**src/rtl/sqsf_pkg.sv**
```systemverilog
package sqsf_pkg;

  // Table geometry.
  localparam int MAX_SHELLS     = 1024;
  localparam int MAX_TRANSFORMS = 7;
  localparam int SHELL_W        = $clog2(MAX_SHELLS);
  localparam int XFORM_W        = 3;
  localparam int TABLE_DEPTH    = MAX_TRANSFORMS * MAX_SHELLS;
  localparam int TABLE_AW       = $clog2(TABLE_DEPTH);

  // One packed quartet key: p in the top bits, s in the bottom bits.
  localparam int KEY_W = 4 * SHELL_W;

  // List of quartets already seen by an enumerate request.
  localparam int SEEN_DEPTH = 8;
  localparam int SEEN_IW    = $clog2(SEEN_DEPTH);
  localparam int SEEN_CW    = $clog2(SEEN_DEPTH + 1);

  // Request codes.
  typedef enum logic [1:0] {
    MODE_LOAD  = 2'd0,
    MODE_QUERY = 2'd1,
    MODE_ENUM  = 2'd2
  } mode_t;

  // Sequencer states.
  typedef enum logic [1:0] {
    ST_IDLE,
    ST_RUN,
    ST_EMIT
  } state_t;

  // A quartet in ordered form with the original slot of each position.
  typedef struct packed {
    logic [3:0][SHELL_W-1:0] v;
    logic [3:0][1:0]         src;
  } quad_t;

  // One stored enumerate result.
  typedef struct packed {
    quad_t              quad;
    logic [XFORM_W-1:0] xform;
  } seen_entry_t;

  // Control from the sequencer to the seen list.
  typedef struct packed {
    logic init;
    logic check;
  } seen_ctrl_t;

  // Pack four shells into one key that orders lexicographically.
  function automatic logic [KEY_W-1:0] pack_key(input logic [3:0][SHELL_W-1:0] v);
    pack_key = {v[0], v[1], v[2], v[3]};
  endfunction

endpackage

```
**src/rtl/sqsf_seen.sv**
```systemverilog
module sqsf_seen (
  input  logic                            clk,
  input  logic                            rst,
  input  sqsf_pkg::seen_ctrl_t            ctrl,
  input  logic [sqsf_pkg::KEY_W-1:0]      init_key,
  input  sqsf_pkg::quad_t                 quad,
  input  logic [sqsf_pkg::XFORM_W-1:0]    xform,
  input  logic [sqsf_pkg::SEEN_IW-1:0]    rd_idx,
  output logic [sqsf_pkg::SEEN_CW-1:0]    count,
  output sqsf_pkg::seen_entry_t           rd_entry
);

  logic [sqsf_pkg::KEY_W-1:0] keys [sqsf_pkg::SEEN_DEPTH];
  sqsf_pkg::seen_entry_t      ents [sqsf_pkg::SEEN_DEPTH];
  logic [sqsf_pkg::KEY_W-1:0] key;
  logic                       dup;
  logic                       insert;

  assign key = sqsf_pkg::pack_key(quad.v);

  // Compare the new image against every filled entry in parallel.
  always_comb begin
    dup = 1'b0;
    for (int i = 0; i < sqsf_pkg::SEEN_DEPTH; i++) begin
      if ((sqsf_pkg::SEEN_CW'(i) < count) && (keys[i] == key)) begin
        dup = 1'b1;
      end
    end
  end

  assign insert = ctrl.check && !dup &&
                  (count < sqsf_pkg::SEEN_CW'(sqsf_pkg::SEEN_DEPTH));

  // Fill count.
  always_ff @(posedge clk) begin
    if (rst) begin
      count <= '0;
    end else if (ctrl.init) begin
      count <= sqsf_pkg::SEEN_CW'(1);
    end else if (insert) begin
      count <= count + sqsf_pkg::SEEN_CW'(1);
    end
  end

  // Entry storage; the first slot holds only the key of the quartet as given.
  always_ff @(posedge clk) begin
    if (ctrl.init) begin
      keys[0] <= init_key;
    end else if (insert) begin
      keys[count[sqsf_pkg::SEEN_IW-1:0]]       <= key;
      ents[count[sqsf_pkg::SEEN_IW-1:0]].quad  <= quad;
      ents[count[sqsf_pkg::SEEN_IW-1:0]].xform <= xform;
    end
  end

  assign rd_entry = ents[rd_idx];

endmodule

```
**config.mk**
```make
export PLATFORM = sky130hd
export DESIGN_NAME = sqsf_seen
export DESIGN_NICKNAME = d
export VERILOG_FILES = /design/src/rtl/sqsf_pkg.sv /design/src/rtl/sqsf_seen.sv
export SDC_FILE = /design/constraint.sdc
export NUM_CORES = 1
export LEC_CHECK = 0
export ABC_AREA = 1
export BUFFER_PORTS_ARGS = -buffer_cell sky130_fd_sc_hd__buf_2
export CORE_UTILIZATION = 38
export DETAILED_ROUTE_END_ITERATION = 10
export MAX_ROUTING_LAYER = met4
export PLACE_DENSITY = 0.65
export SYNTH_ARGS = -nofsm -noshare
export SYNTH_HDL_FRONTEND = slang
export SYNTH_SLANG_ARGS = --single-unit
```
**constraint.sdc**
```tcl
create_clock -name clk -period 9.54 [get_ports clk]
set_clock_uncertainty 0.15 [all_clocks]
set_input_delay 0.477 -clock clk [delete_from_list [all_inputs] [get_ports clk]]
set_output_delay 0.477 -clock clk [all_outputs]
set_load 0.02 [all_outputs]
```
# ---- After elaboration in Yosys (flattened, before gate mapping)
# Memory sizes are Yosys's and may differ from the RTL's.
# Index checks and enable logic that the tools add are counted.
dict set report totals {
  inputBits 98
  n_memories 2
  output_inout_bits 55
  word_cells 54
  ramBits 728
  ff_bits 4
}
dict set report op_classes {
  n_lt_le_gt_ge 9
  n_eq_ne 8
  n_reduce_logical 14
  mux 18
  addsub 1
}
# memory words width read_ports rd_clocked_by_memory_dff write_ports line
set memory_table {}
lappend memory_table {ents 8 51 1 0 1 sqsf_seen.sv:14} ;# sqsf_pkg::seen_entry_t ents [sqsf_pkg::SEEN_DEPTH];
lappend memory_table {keys 8 40 8 0 1 sqsf_seen.sv:13} ;# logic [sqsf_pkg::KEY_W-1:0] keys [sqsf_pkg::SEEN_DEPTH];
# operator n
set ops {}
lappend ops {{$eq A40 B40 Y1} 8}
lappend ops {{$mux W40} 1}
lappend ops {{$reduce_or A40 Y1} 1}
lappend ops {{$lt A3 B4 Y1 const A} 4}
lappend ops {{$mux W1} 16}
lappend ops {{$logic_and A1 B1 Y1} 10}
lappend ops {{$lt A1 B4 Y1 const A} 2}
lappend ops {{$lt A2 B4 Y1 const A} 2}
lappend ops {{$add A4 B1 Y4 const B} 1}
lappend ops {{$lt A4 B4 Y1 const B} 1}
lappend ops {{$mux W3} 1}
lappend ops {{$reduce_bool A2 Y1} 1}
lappend ops {{$reduce_or A2 Y1} 1}
lappend ops {{$logic_not A1 Y1} 1}

# ---- Longest topological paths before layout
# An unclocked memory read counts as a cell.
dict set report logic_depth {
  depth_word 19
  mapped_depth 19
  mapped_depth_nobuf 17
}

# ---- Least setup slack after synthesis
# Ideal clock, no wire load.
dict set report synth_path {
  path_kind {register -> register}
  start {register count[0] (netlist bit)}
  end {memory ents[3][0] (netlist bit) (enable)}
  n_path_buf 2
  path_slack_ps 3544
  t_arrival_ps 5323
  stages_incl_launch_ff 17
  required_ps 8867
  setup_time_ps 523
  period_less_slack_ps 5996
  path_cell_list {dfxtp_1 -> clkbuf_1 -> clkinv_1 -> ha_1 -> nand3_1 -> nand2_1 -> nor2_1 -> nand2_1 -> nor2_1 -> nand3_1 -> nand2_1 -> nor2_1 -> nand2_2 -> nand2_4 -> nand3_4 -> buf_2 -> nor3_1}
}
dict set report synth_between {
  elab_chain_cells 16
  elab_cells_between_ends 31
  cone_classes {9 x order compare; 11 x mux; 11 x reduce/logical}
}
# item line
set synth_rtl {}
lappend synth_rtl {{from (decl)} sqsf_seen.sv:9} ;# output logic [sqsf_pkg::SEEN_CW-1:0] count,
lappend synth_rtl {{from (signal assigned)} sqsf_seen.sv:39} ;# count <= sqsf_pkg::SEEN_CW'(1);
lappend synth_rtl {{from (signal assigned)} sqsf_seen.sv:41} ;# count <= count + sqsf_pkg::SEEN_CW'(1);
lappend synth_rtl {{$lt A1 B4 Y1} sqsf_seen.sv:25} ;# if ((sqsf_pkg::SEEN_CW'(i) < count) && (keys[i] == key)) begin
lappend synth_rtl {{$logic_and A1 B1 Y1} sqsf_seen.sv:25}
lappend synth_rtl {{$mux W1 (8 in a row)} sqsf_seen.sv:25}
lappend synth_rtl {{$logic_not A1 Y1} sqsf_seen.sv:31} ;# assign insert = ctrl.check && !dup &&
lappend synth_rtl {{$logic_and A1 B1 Y1 (2 in a row)} sqsf_seen.sv:31}
lappend synth_rtl {{$mux W1} sqsf_seen.sv:49} ;# end else if (insert) begin
lappend synth_rtl {{$mux W1} sqsf_seen.sv:47} ;# if (ctrl.init) begin
lappend synth_rtl {{$mux W1 (implied by the code)} sqsf_seen.sv:52} ;# ents[count[sqsf_pkg::SEEN_IW-1:0]].xform <= xform;
lappend synth_rtl {{to (decl)} sqsf_seen.sv:14}
# Several ways; a longest one is shown, not always the timed one.

# ---- Worst setup path in the final report
dict set report layout_path {
  start {register count[0] (netlist bit)}
  end {memory keys[6][21] (netlist bit) (data pin)}
}
dict set report layout_between {
  elab_chain_cells 18
  elab_cells_between_ends 33
  cone_classes {9 x order compare; 12 x mux; 12 x reduce/logical}
}
# item line
set layout_rtl {}
lappend layout_rtl {{$lt A1 B4 Y1} sqsf_seen.sv:25}
lappend layout_rtl {{$logic_and A1 B1 Y1} sqsf_seen.sv:25}
lappend layout_rtl {{$mux W1 (8 in a row)} sqsf_seen.sv:25}
lappend layout_rtl {{$logic_not A1 Y1} sqsf_seen.sv:31}
lappend layout_rtl {{$logic_and A1 B1 Y1} sqsf_seen.sv:31}
lappend layout_rtl {{$logic_and A1 B1 Y1 *} sqsf_seen.sv:31}
lappend layout_rtl {{$mux W1 *} sqsf_seen.sv:49}
lappend layout_rtl {{$mux W1 *} sqsf_seen.sv:47}
lappend layout_rtl {{$mux W1 (implied by the code) *} sqsf_seen.sv:50} ;# keys[count[sqsf_pkg::SEEN_IW-1:0]] <= key;
lappend layout_rtl {{$reduce_or A40 Y1 (no line) *} --}
lappend layout_rtl {{$mux W40 (no line) *} --}
lappend layout_rtl {{to (decl)} sqsf_seen.sv:13}
# Every way passes the cells marked *; elsewhere a longest branch is shown, timed or not.

==> run_results.csv <==
group,metric,value,unit
status,status,"completed",
sta,drv_slew,0,
synthesis,synth_top_area_share,0.698,
routing,viasPerCell,5.12,
worst_setup_path,critPathMaxStageDelay,0.90,ns
synthesis,synth_edf_count,688,
sta,fin_crit_sh,0.476,
sta,slew_headroom,0.265,
pwr,ir_worst_vdd,0.124,mV
pwr,p_per_area,199,mW/mm2
routing,drt_wl_total,80.3,mm
cts,cts_buffer_depth,3,
pwr,power,0.00671,W
placed_design,io_buffer_count,152,
synthesis,synth_cells,2471,
floorplan,die_y,281,um
worst_setup_path,crit_arrival,4.68,ns
cts,cts.htree.levels,3,
cts,cts_num_sinks,692,
sta,max_freq,220,MHz
synthesis,ys_warn_count,0,
placed_design,gp_congestion,0.985,
floorplan,initial_utilization,0.387,
sta,rsz0062_at_grt,"no",
routing,first_iter_violations,1723,
routing,route.vias.total,18951,
floorplan,fp.coreArea,0.0765,mm2
synthesis,syn_nets,2571,
worst_setup_path,worstPathRequired,9.68,ns
synthesis,async_flop_share,0,
floorplan,design.portCount,153,
cts,cts_made_buffers,74,
global_route,antenna_found_initial,8,
routing,drc,0,
finish,area_delta_synth_final,13.8,%
synthesis,ys_top_cells_by_area,"edfxtp_1 (70%), nor2_1 (6.1%), nand2_1 (4.6%), xnor2_1 (4.2%), o21ai_0 (3.6%)",
global_route,grt_pass1_wl,117,mm
cts,cts_tree,"done",
sta,fin_tns_setup,0,ns
cts,postCtsSetupBuffers,0,
sta,tightest_slew,1.10,ns
synthesis,syn_area_per_cell,12.0,um2
synthesis,synth_seq_cells,692,
floorplan,die_w,281,um
global_route,grtUsageTotal,0.209,
placed_design,dpl.hpwl,51.4,mm
synthesis,synth_ff_type,"edfxtp_1",
finish,drive_above_1_share,0.137,
floorplan,fp-row-count,101,
global_route,grt_max_degree,117,
sta,finalWorstSetupSlack,5.00,ns
finish,fin_nets,2706,
synthesis,synthesis.area,0.0296,mm2
cts,cts-root-buf,"clkbuf_16",
routing,drtAntennaViolNets,0,
synthesis,ys_types,41,
cts,clock_latency,0.64,ns
worst_setup_path,worstSetupPathType,"register to register",
cts,clk_pin_slew,0.07,ns
run,maxCapViolCount,0,
pwr,leakage,11.8,nW
synthesis,synth_largest_area_cell,"edfxtp_1",
global_route,grt_pass1_vias,18160,
worst_setup_path,cp_cell_sequence,"clkinv_1, ha_1, nand3_1, nand2_1, nor2_1, nand2_1, nor2_1, nand3_1, nand2_1, nor2_1, nand2_2, nand2_4, nand3_4, buf_4, o21ai_1",
routing,wl_per_cell,21.7,um
sta,finalSetupViolCount,0,
floorplan,die-area,0.0790,mm2
hold_path,holdCritPathClass,"input port to register",
worst_setup_path,path_max_fanout,74,
global_route,grt_overflow,0,
worst_setup_path,crit_slowest_cell,"buf_4",
sta,finalHoldViolations,0,
worst_setup_path,end_kind,"register",
sta,min_period,4.54,ns
placed_design,place_ws,5.07,ns
worst_setup_path,startpoint_type,"register",
synthesis,yosysSeqAreaShare,0.701,
routing,firstDrtPassIters,7,
-- worst max-delay path, delay by kind of cell (launching register included) --
family / cells / cell delay [ns]
AOI/OAI and AO/OA: 1 / 0.36
adders and majority gates: 1 / 0.37
buffers and inverters: 2 / 1.41
DFF: 1 / 0.77
and+or+nand+nor: 11 / 1.08
-- synthesized netlist by cell type (all sizes together) (15+ instances only) --
cell and n:
nand2 378, xor2 49, o22ai 53, buf 63, o21ai 255, xnor2 143
a31oi 51, nor3 15, nand3 36, edfxtp 688, inv 136, nor2 485
nand4 18, clkbuf 67
-- state kept, by name, summed over array words and instances, names as in the netlist --
name and count:
count 4, ents 408, keys 280
-- cell usage in the layout (no fill, tap or decap), types with 49 or more instances in the layout --
cell type  instances
xnor2_1          142
nor2_1           478
buf_2            150
edfxtp_1         688
o22ai_1           53
a31oi_1           51
inv_1            107
clkbuf_16         75
o21ai_0          210
xor2_1            49
nand2_1          360
-- cell families after synthesis --
group,count (synthesis),synth area share
DFF,692,0.701
buffers and inverters,267,0.0431
adders and majority gates,2,0.000845
and+or+nand+nor,953,0.130
AOI/OAI and AO/OA,365,0.0679
xor gates and xnor gates,192,0.0571
-- power breakdown --
part / total, W / internal, W / switching [W]
registers: 0.00342 / 0.00340 / 0.0000172
logic: 0.000497 / 0.000136 / 0.000361
clock network: 0.00279 / 0.00159 / 0.00120
-- path summary, 6_finish.rpt --
| path | start | end | slack (ns) | depth (start not counted) |
|---|---|---|---|---|
| max | count[0] | keys[6][21] | 5.00 | 15 |
| min | init_key[31] | keys[2][31] | 0.05 | 3 |
| max reg2reg | count[0] | keys[6][21] | 5.00 | 15 |
| min reg2reg | count[1] | count[1] | 0.45 | 2 |
-- per-layer routing --
layer  up-vias  track usage  wire [um]
li1       8786            -          -
met1      9387        0.283      35500
met2       667        0.321      37200
met3       111       0.0323       5510
met4         0       0.0701       2210
met5         -            -          0
-- through the flow --
stage | cells | area [um2] | hold slack (ns) | utilization
3_5_place_dp | 3548 | 31200 | 0.437 | 0.408
5_1_grt | 3697 | 33700 | 0.0817 | 0.441
6_report | 3698 | 33700 | 0.0491 | 0.441
4_1_cts | 3690 | 33700 | 0.0368 | 0.440
3_3_place_gp | 3548 | 31200 | 0.416 | 0.408
2_1_floorplan | 2471 | 29600 | 0.426 | -
-- layout make-up --
class | instances | area (um2)
diodes | 8 | 20.0
clock buffers | 88 | 1930
clock inverters | 42 | 432
fillers | 6966 | 42800
inverters | 137 | 528
multi-input cells | 1512 | 7680
flip-flops and latches | 692 | 20700
well taps | 1030 | 1290
repair buffers | 189 | 1080
-- timing repair --
item | 4_1_cts | 5_1_grt
gates resized for setup | 0 | 0
hold endpoints to repair | 89 | 0
hold buffers | 12 | 0
Power figures use the tool's default switching activity.
