### config.mk
export PLATFORM = sky130hd
export DESIGN_NAME = sqsf_order
export DESIGN_NICKNAME = d
export VERILOG_FILES = /design/src/rtl/sqsf_pkg.sv /design/src/rtl/sqsf_order.sv
export SDC_FILE = /design/constraint.sdc
export NUM_CORES = 1
export LEC_CHECK = 0
export BUFFER_PORTS_ARGS = -buffer_cell sky130_fd_sc_hd__buf_2
export CAP_MARGIN = 20
export CORE_ASPECT_RATIO = 2
export CORE_MARGIN = 8
export CORE_UTILIZATION = 55
export DETAILED_ROUTE_END_ITERATION = 7
export PLACE_DENSITY = 0.95
export SLEW_MARGIN = 20
export SYNTH_ARGS = -nofsm -noshare
export SYNTH_HDL_FRONTEND = slang
export SYNTH_SLANG_ARGS = --single-unit
### constraint.sdc
create_clock -name vclk -period 14.5
set_input_delay 2.9 -clock vclk [all_inputs]
set_output_delay 2.9 -clock vclk [all_outputs]
set_load 0.02 [all_outputs]
### src/rtl/sqsf_pkg.sv
package sqsf_pkg;

  // Table geometry.
  localparam int MAX_SHELLS     = 1024;
  localparam int MAX_TRANSFORMS = 7;
  localparam int SHELL_W        = $clog2(MAX_SHELLS);
  localparam int XFORM_W        = 3;
  localparam int TABLE_DEPTH    = MAX_TRANSFORMS * MAX_SHELLS;
  localparam int TABLE_AW       = $clog2(TABLE_DEPTH);

  // One packed quartet key: p in the top bits, s in the bottom bits.
  localparam int KEY_W = 4 * SHELL_W;

  // List of quartets already seen by an enumerate request.
  localparam int SEEN_DEPTH = 8;
  localparam int SEEN_IW    = $clog2(SEEN_DEPTH);
  localparam int SEEN_CW    = $clog2(SEEN_DEPTH + 1);

  // Request codes.
  typedef enum logic [1:0] {
    MODE_LOAD  = 2'd0,
    MODE_QUERY = 2'd1,
    MODE_ENUM  = 2'd2
  } mode_t;

  // Sequencer states.
  typedef enum logic [1:0] {
    ST_IDLE,
    ST_RUN,
    ST_EMIT
  } state_t;

  // A quartet in ordered form with the original slot of each position.
  typedef struct packed {
    logic [3:0][SHELL_W-1:0] v;
    logic [3:0][1:0]         src;
  } quad_t;

  // One stored enumerate result.
  typedef struct packed {
    quad_t              quad;
    logic [XFORM_W-1:0] xform;
  } seen_entry_t;

  // Control from the sequencer to the seen list.
  typedef struct packed {
    logic init;
    logic check;
  } seen_ctrl_t;

  // Pack four shells into one key that orders lexicographically.
  function automatic logic [KEY_W-1:0] pack_key(input logic [3:0][SHELL_W-1:0] v);
    pack_key = {v[0], v[1], v[2], v[3]};
  endfunction

endpackage

### src/rtl/sqsf_order.sv
module sqsf_order (
  input  logic [3:0][sqsf_pkg::SHELL_W-1:0] shells,
  output sqsf_pkg::quad_t                   ordered
);

  logic [3:0][sqsf_pkg::SHELL_W-1:0] v;
  logic [3:0][1:0]                   src;
  logic [sqsf_pkg::SHELL_W-1:0]      tv;
  logic [1:0]                        ts;

  // Sort each pair ascending, then swap the pairs if the first is greater.
  always_comb begin
    v      = shells;
    src[0] = 2'd0;
    src[1] = 2'd1;
    src[2] = 2'd2;
    src[3] = 2'd3;
    tv     = '0;
    ts     = '0;
    if (v[0] > v[1]) begin
      tv = v[0];   v[0] = v[1];     v[1] = tv;
      ts = src[0]; src[0] = src[1]; src[1] = ts;
    end
    if (v[2] > v[3]) begin
      tv = v[2];   v[2] = v[3];     v[3] = tv;
      ts = src[2]; src[2] = src[3]; src[3] = ts;
    end
    if ((v[0] > v[2]) || ((v[0] == v[2]) && (v[1] > v[3]))) begin
      tv = v[0];   v[0] = v[2];     v[2] = tv;
      ts = src[0]; src[0] = src[2]; src[2] = ts;
      tv = v[1];   v[1] = v[3];     v[3] = tv;
      ts = src[1]; src[1] = src[3]; src[3] = ts;
    end
    ordered.v   = v;
    ordered.src = src;
  end

endmodule

======== After elaboration in Yosys (flattened, before gate mapping) ========
Cells that the tools add are included.
storage, ports and cells
  input port bits ......................... 40
  output and inout port bits .............. 48
  logic and storage cells ................. 13
  register bits ........................... 0
cells by class
  equality and inequality tests ........... 1
  $lt $le $gt $ge ......................... 4
  reductions and logical operators ........ 2
  multiplexer cells ....................... 6
operator list
  operator                        number
  10-bit greater-than comparator  4
  20-bit two-way mux              2
  40-bit two-way mux              1
  10-bit equality test            1
  8-bit two-way mux               1
  3-bit two-way mux               2
  1-bit logical AND               1
  1-bit logical OR                1

======== Logic depth before layout (Yosys ltp) ========
Gate-level depths: netlist (run 1).
  word-level depth ........................ 6
  depth in mapped cells ................... 19

======== Least setup slack after synthesis (run 1) ========
No wires, ideal clock.
  kind .................................... in2out
  start point ............................. in shells[39] (netlist bit)
  end point ............................... out ordered[39] (netlist bit)
  arrival ................................. 6,715 ps
  data required time ...................... 11,600 ps
  path slack .............................. 4,885 ps
  cell stages on the path ................. 18
  path through ............................ inv_1 ha_1 nand4_1 nor2_1 a2111oi_2 a311oi_4 buf_6 mux2i_1 inv_1 ha_1 nand2b_1 a21oi_1 o221ai_1 a221oi_1 a31o_2 buf_2 buf_2 mux2i_1
RTL lines
  element          line             source
  start, declared  sqsf_order.sv:2  input logic [3:0][sqsf_pkg::SHELL_W-1:0] shells,
  end, declared    sqsf_order.sv:3  output sqsf_pkg::quad_t ordered

==> metrics.cfg, run 1 <==
[outcome]
status = completed

[placed_design]
port_buffers = 88
place.gp.congestion = 0.890
dp.cells = 367
dp_hpwl_um = 5020

[timing]
report.final.hold_viol_count = 0
slew_viol_final = 0
finalSetupViolCount = 0
fin_setup_tns_ns = 0
worst_pin_slew_ns = 0.528
fmax_mhz = 95.6
finalCritPeriodShare_pct = 72.2
rsz0062_at_grt = no
min_period_ns = 10.46
slew_headroom_pct = 64.8

[worst_hold_path]
worstHoldStart = shells[16]
hold_depth = 4
whs_endpoint = ordered[24]
hp-class = in2out

[logic_synthesis]
synth_nets = 318
ys_warn_count = 0
synth_seq_area_share_pct = 0
netlist_area_um2 = 2000
synth_cells = 238
syn-mean-instance-area_um2 = 8.40
synth.distinct_cells = 26

[grt]
overflow = 0
antenna_found_initial = 0
first_global_vias = 2161
grt.total_usage_pct = 18.2
grt_max_degree = 36
grt_pass1_wl_um = 9060

[clocking]
cts_setup_buffers = 0
postCtsResizedCells = 0
cts_hold_buffers = 0

[worst_setup_path]
critPathKind = in2out
worstPathRequired_ns = 11.60
cp-end-kind = output port
critical_path_peak_fanout = 35
cp-start-kind = input port
cp.arrival_ns = 7.56

[floorplanning]
rows = 31
core_region_area_um2 = 3570
fp.dieArea_um2 = 5930
num_io_pins = 88
die_w_um = 58.6
die_h_um = 101
start_util_pct = 56.0

[cells_and_area]
drive_above_1_share_pct = 31.4
fin_util_pct = 68.3
layout_commonest_cell = buf_2
insertedDiodeCount = 0
area_delta_synth_final_pct = 22.0
ff_latch_area_um2 = 0
layout.cells.non_filler = 367
layout_common_cells = 88 x buf_2, 82 x mux2i_1, 44 x inv_1
design.seq.count = 0
nClkBuffers = 0
fill_cells = 307
nNetsFinal = 400

[drt]
routed_wl_um = 5620
drcViolationCount = 0
top_layer = met4
avgRoutedWirePerCell_um = 15.3
wl_met3_um = 281
ant_nets = 0
first_pass_iters = 4
drt_iter0_drc = 35
wl_met1_um = 2020
via_count = 2056
met2WireLength_um = 3180
via_per_inst = 5.60

[power]
irDropWorstVdd_mv = 0.0719
leakagePower_nw = 1.48
powerDensity_nw_per_um2 = 96.0

[run]
drv_cap = 0

## power by group
group / leakage, nW / internal (W) / switching (W)
logic: 1.48 / 0.0000901 / 0.000144
registers: 0 / 0 / 0
clock network: 0 / 0 / 0
## layout make-up
class	count	area, um^2	share of cell area [%]
inverter	44	165	6.78
multi-input combinational	183	1750	71.7
timing repair buffer	91	463	19.0
tap	49	61.3	2.52
## Yosys cell counts, drive strengths merged
| master | number | share of area [%] |
|---|---|---|
| mux2i | 82 | 41 |
| a21oi | 14 | 3.5 |
| nor2b | 2 | 0.63 |
| nor3 | 1 | 0.81 |
| a2111oi | 2 | 1.5 |
| o31a | 1 | 0.44 |
| buf | 11 | 4.3 |
| a31o | 1 | 0.44 |
| nand2b | 1 | 0.31 |
| a21o | 4 | 1.5 |
| o221ai | 2 | 0.88 |
| inv | 44 | 8.3 |
| o211ai | 1 | 0.38 |
| nand4 | 6 | 2.2 |
| and4 | 1 | 0.44 |
| a221oi | 1 | 0.44 |
| ha | 40 | 25 |
| o21ai | 6 | 1.5 |
| nor2 | 2 | 0.38 |
| nand2 | 12 | 2.3 |
| mux2 | 2 | 1.1 |
| a311oi | 2 | 2.6 |
## per-stage QoR
| stage | total power (W) | worst slack [ns] | area, um^2 | hold slack (ns) |
|---|---|---|---|---|
| final | 0.000234 | 4.04 | 2440 | 6.30 |
| after global routing | 0.000252 | 3.71 | 2440 | 6.34 |
| after CTS | 0.000235 | 4.05 | 2440 | 6.31 |
| after detailed placement | 0.000234 | 4.05 | 2440 | 6.31 |
| after global placement | 0.000227 | 4.21 | 2440 | 6.29 |
| after floorplan | 0.000173 | 4.89 | 2000 | 6.17 |
## worst max-delay path, cell delays in order
cell and delay, ns:
buf_2 0.11, inv_1 0.04, ha_1 0.33, nand4_2 0.16, nor3_4 0.25, a2111oi_2 0.12
a311oi_4 0.35, buf_4 0.39, mux2i_1 0.36, ha_1 0.30, nand2b_1 0.14, a21oi_1 0.14
o221ai_1 0.15, a221oi_1 0.32, a31o_2 0.40, buf_4 0.53, mux2_2 0.40, buf_2 0.16
## cell families after synthesis
| logic type | after synthesis | share of synthesized area (%) |
|---|---|---|
| muxes | 84 | 42.2 |
| buffers and inverters | 55 | 12.5 |
| adders and majority gates | 40 | 25.0 |
| AOI/OAI and AO/OA | 34 | 13.2 |
| and+or+nand+nor | 25 | 7.01 |
## how the worst max path moves through the flow
stage | startpoint | to | slack (ns) | cells past startpoint
final | shells[19] | ordered[0] | 4.04 | 18
after detailed placement | shells[19] | ordered[0] | 4.05 | 18
after floorplan | shells[39] | ordered[39] | 4.89 | 18
after global routing | shells[19] | ordered[0] | 3.71 | 18
after CTS | shells[19] | ordered[0] | 4.05 | 18
after global placement | shells[19] | ordered[0] | 4.21 | 18
## routing by layer
metal	GRT usage (%)	vias to the layer above
li1	-	1018
met1	16.9	964
met2	38.2	58
met3	2.54	16
met4	4.82	0
met5	0	-
Note: power is estimated with default switching activity, not from simulation.
==> inputs of run 2 (changes only) <==
--- a/config.mk
+++ b/config.mk
@@ -5,11 +5,12 @@
 export SDC_FILE = /design/constraint.sdc
 export NUM_CORES = 1
 export LEC_CHECK = 0
+export ABC_AREA = 1
 export BUFFER_PORTS_ARGS = -buffer_cell sky130_fd_sc_hd__buf_2
 export CAP_MARGIN = 20
 export CORE_ASPECT_RATIO = 2
 export CORE_MARGIN = 8
-export CORE_UTILIZATION = 55
+export CORE_UTILIZATION = 54
 export DETAILED_ROUTE_END_ITERATION = 7
 export PLACE_DENSITY = 0.95
 export SLEW_MARGIN = 20
==> constraint.sdc (replaced) <==
create_clock -name vclk -period 9.8
set_input_delay 1.96 -clock vclk [all_inputs]
set_output_delay 1.96 -clock vclk [all_outputs]
set_load 0.02 [all_outputs]
==> run 2 against run 1 <==
Synthesized area rose by 24%. Cell area rose by 15%. Critical path type unchanged. Sequential share of layout area stayed put. Largest power group unchanged.
==> metrics.cfg, run 2 <==
[worst_setup_path]
worstPathRequired_ns = 7.84  ; was 11.60 ns
cpMostUsedCell = nand2_1
critical_path_peak_fanout = 46  ; was 35
path_cells = buf_2, inv_1, ha_1, nand2_1, nor2_2, nand4_2, nand2_4, nand2_1, nand2_1, inv_1, ha_1, nand2_1, nor2_1, nand3_1, nand3_1, nand3_1, nand2_4, nand2_1, nand2_1, buf_2  ; was buf_2, inv_1, ha_1, nand4_2, nor3_4, a2111oi_2, a311oi_4, buf_4, mux2i_1, ha_1, nand2b_1, a21oi_1, o221ai_1, a221oi_1, a31o_2, buf_4, mux2_2, buf_2
cp.arrival_ns = 5.39  ; was 7.56 ns
crit_path_start = shells[39]  ; was shells[19]
cpMaxStageDelayCell = nand2_4  ; was buf_4
cp-start-kind = input port  ; unchanged
critPathKind = in2out  ; unchanged
cp-end-kind = output port  ; unchanged
slowest_delay_ns = 0.45  ; was 0.53 ns

[logic_synthesis]
netlist_area_um2 = 2490  ; was 2000 um^2
synthDominantCellAreaShare_pct = 36.8  ; was 41.1%
synth_cells = 480  ; was 238
synth_seq_area_share_pct = 0  ; unchanged
syn-mean-instance-area_um2 = 5.18  ; was 8.40 um^2
ys_warn_count = 0  ; unchanged
synth.distinct_cells = 19  ; was 26
synthTopCellsByCount = 244 x nand2_1, 71 x inv_1, 46 x nand3_1  ; was 82 x mux2i_1, 44 x inv_1, 40 x ha_1
synth.area.top_cells = nand2_1 37%, ha_1 20%, inv_1 11%  ; was mux2i_1 41%, ha_1 25%, inv_1 8.3%
synth_most_common_cell = nand2_1  ; was mux2i_1
synth_nets = 560  ; was 318
yosysTopAreaCell = nand2_1  ; was mux2i_1

[cells_and_area]
design.seq.count = 0  ; unchanged
layout_common_cells = 244 x nand2_1, 88 x buf_2, 71 x inv_1  ; was 88 x buf_2, 82 x mux2i_1, 44 x inv_1
area_delta_synth_final_pct = 12.7  ; was 22.0%
layout_commonest_cell = nand2_1  ; was buf_2
drive_above_1_share_pct = 23.1  ; was 31.4%
nClkBuffers = 0  ; unchanged
ff_latch_area_um2 = 0  ; unchanged
nNetsFinal = 628  ; was 400
insertedDiodeCount = 0  ; unchanged

[floorplanning]
num_io_pins = 88  ; unchanged
die_h_um = 112  ; was 101 um
die_w_um = 64.0  ; was 58.6 um
rows = 35  ; was 31
core_region_area_um2 = 4510  ; was 3570 um^2
start_util_pct = 55.1  ; was 56.0%
fp.dieArea_um2 = 7160  ; was 5930 um^2

[timing]
fmax_mhz = 136
worst_pin_slew_ns = 0.553  ; was 0.528 ns
holdWs_ns = 4.41  ; was 6.30 ns
fin_setup_tns_ns = 0  ; unchanged
finalSetupViolCount = 0  ; unchanged
rsz0062_at_grt = no  ; unchanged
final.setup.worst_slack_ns = 2.45  ; was 4.04 ns
slew_viol_final = 0  ; unchanged
slew_headroom_pct = 63.0  ; was 64.8%
report.final.hold_viol_count = 0  ; unchanged
min_period_ns = 7.35
finalCritPeriodShare_pct = 75.0

[drt]
via_per_inst = 5.12  ; was 5.60
first_pass_iters = 4  ; unchanged
routed_wl_um = 6990  ; was 5620 um
ant_nets = 0  ; unchanged
avgRoutedWirePerCell_um = 11.6  ; was 15.3 um
drt_iter0_drc = 214  ; was 35
via_count = 3080  ; was 2056
drcViolationCount = 0  ; unchanged

[placed_design]
place_ws_ns = 2.50  ; was 4.05 ns
dp_hpwl_um = 5900  ; was 5020 um
port_buffers = 88  ; unchanged
place.gp.congestion = 0.867  ; was 0.890

[grt]
grt_max_degree = 47  ; was 36
first_global_vias = 2854  ; was 2161
grt.total_usage_pct = 18.7  ; was 18.2%
overflow = 0  ; unchanged
antenna_found_initial = 0  ; unchanged
grt_pass1_wl_um = 11800  ; was 9060 um

[power]
leakagePower_nw = 1.99  ; was 1.48 nW
irDropWorstVdd_mv = 0.146  ; was 0.0719 mV
powerDensity_nw_per_um2 = 148  ; was 96.0 nW/um^2

[clocking]
cts_hold_buffers = 0  ; unchanged
cts_setup_buffers = 0  ; unchanged
postCtsResizedCells = 0  ; unchanged

[worst_hold_path]
worstHoldStart = shells[12]  ; was shells[16]
hp-class = in2out  ; unchanged

[outcome]
status = completed  ; unchanged

[run]
drv_cap = 0  ; unchanged

run 2: cell types whose count changed in the layout (fill, tap and decap cells not counted), moves of 4 or more:
cell     change
nand2_1    +232
mux2i_1     -82
nand3_1     +46
inv_1       +27
nand2_2     +26
a21oi_1      -5
a21o_1       -4
nand2_4      +4
run 2: cell families after synthesis:
group	Yosys count	share of synthesized area (%)
compound gates	11	2.31
fa+ha+maj	40	20.1
buf+inv	93	18.5
simple gates	336	59.1
run 2: final cells by class:
type	count	area, um^2
Fill cell	461	1710
Timing Repair Buffer	88	440
Tap cell	55	68.8
Inverter	71	267
Multi-Input combinational cell	387	2030
run 2: power by group:
part	total [W]	leakage, nW	internal (W)	switching, W
registers	0	0	0	0
logic	0.000416	1.99	0.000128	0.000288
clock network	0	0	0	0
run 2: path summary, 6_finish.rpt:
| kind | cells after the start | end |
|---|---|---|
| min | 6 | ordered[20] |
| max | 20 | ordered[21] |
run 2: metrics by stage:
stage	utilization, %	instance area (um^2)	std cells	total power, W
2_1_floorplan	-	2490	480	0.000322
3_3_place_gp	62.1	2800	601	0.000406
3_5_place_dp	62.1	2800	601	0.000415
4_1_cts	62.1	2800	601	0.000416
5_1_grt	62.1	2800	601	0.000465
6_report	62.1	2800	601	0.000416
run 2: critical path, delay by kind of cell:
kind                       cells  cell delay [ns]
adders and majority gates      2             0.58
and+or+nand+nor               14             2.46
buffers and inverters          4             0.38
run 2: routing by layer:
metal / track usage, % / vias to the layer above / share of wire (%) / routed length, um
met5: 0 / - / 0 / 0
met4: 8.40 / 0 / 4.5 / 316
met3: 4.42 / 22 / 8.3 / 582
met2: 32.1 / 125 / 47 / 3310
met1: 20.7 / 1334 / 40 / 2780
li1: - / 1599 / - / -
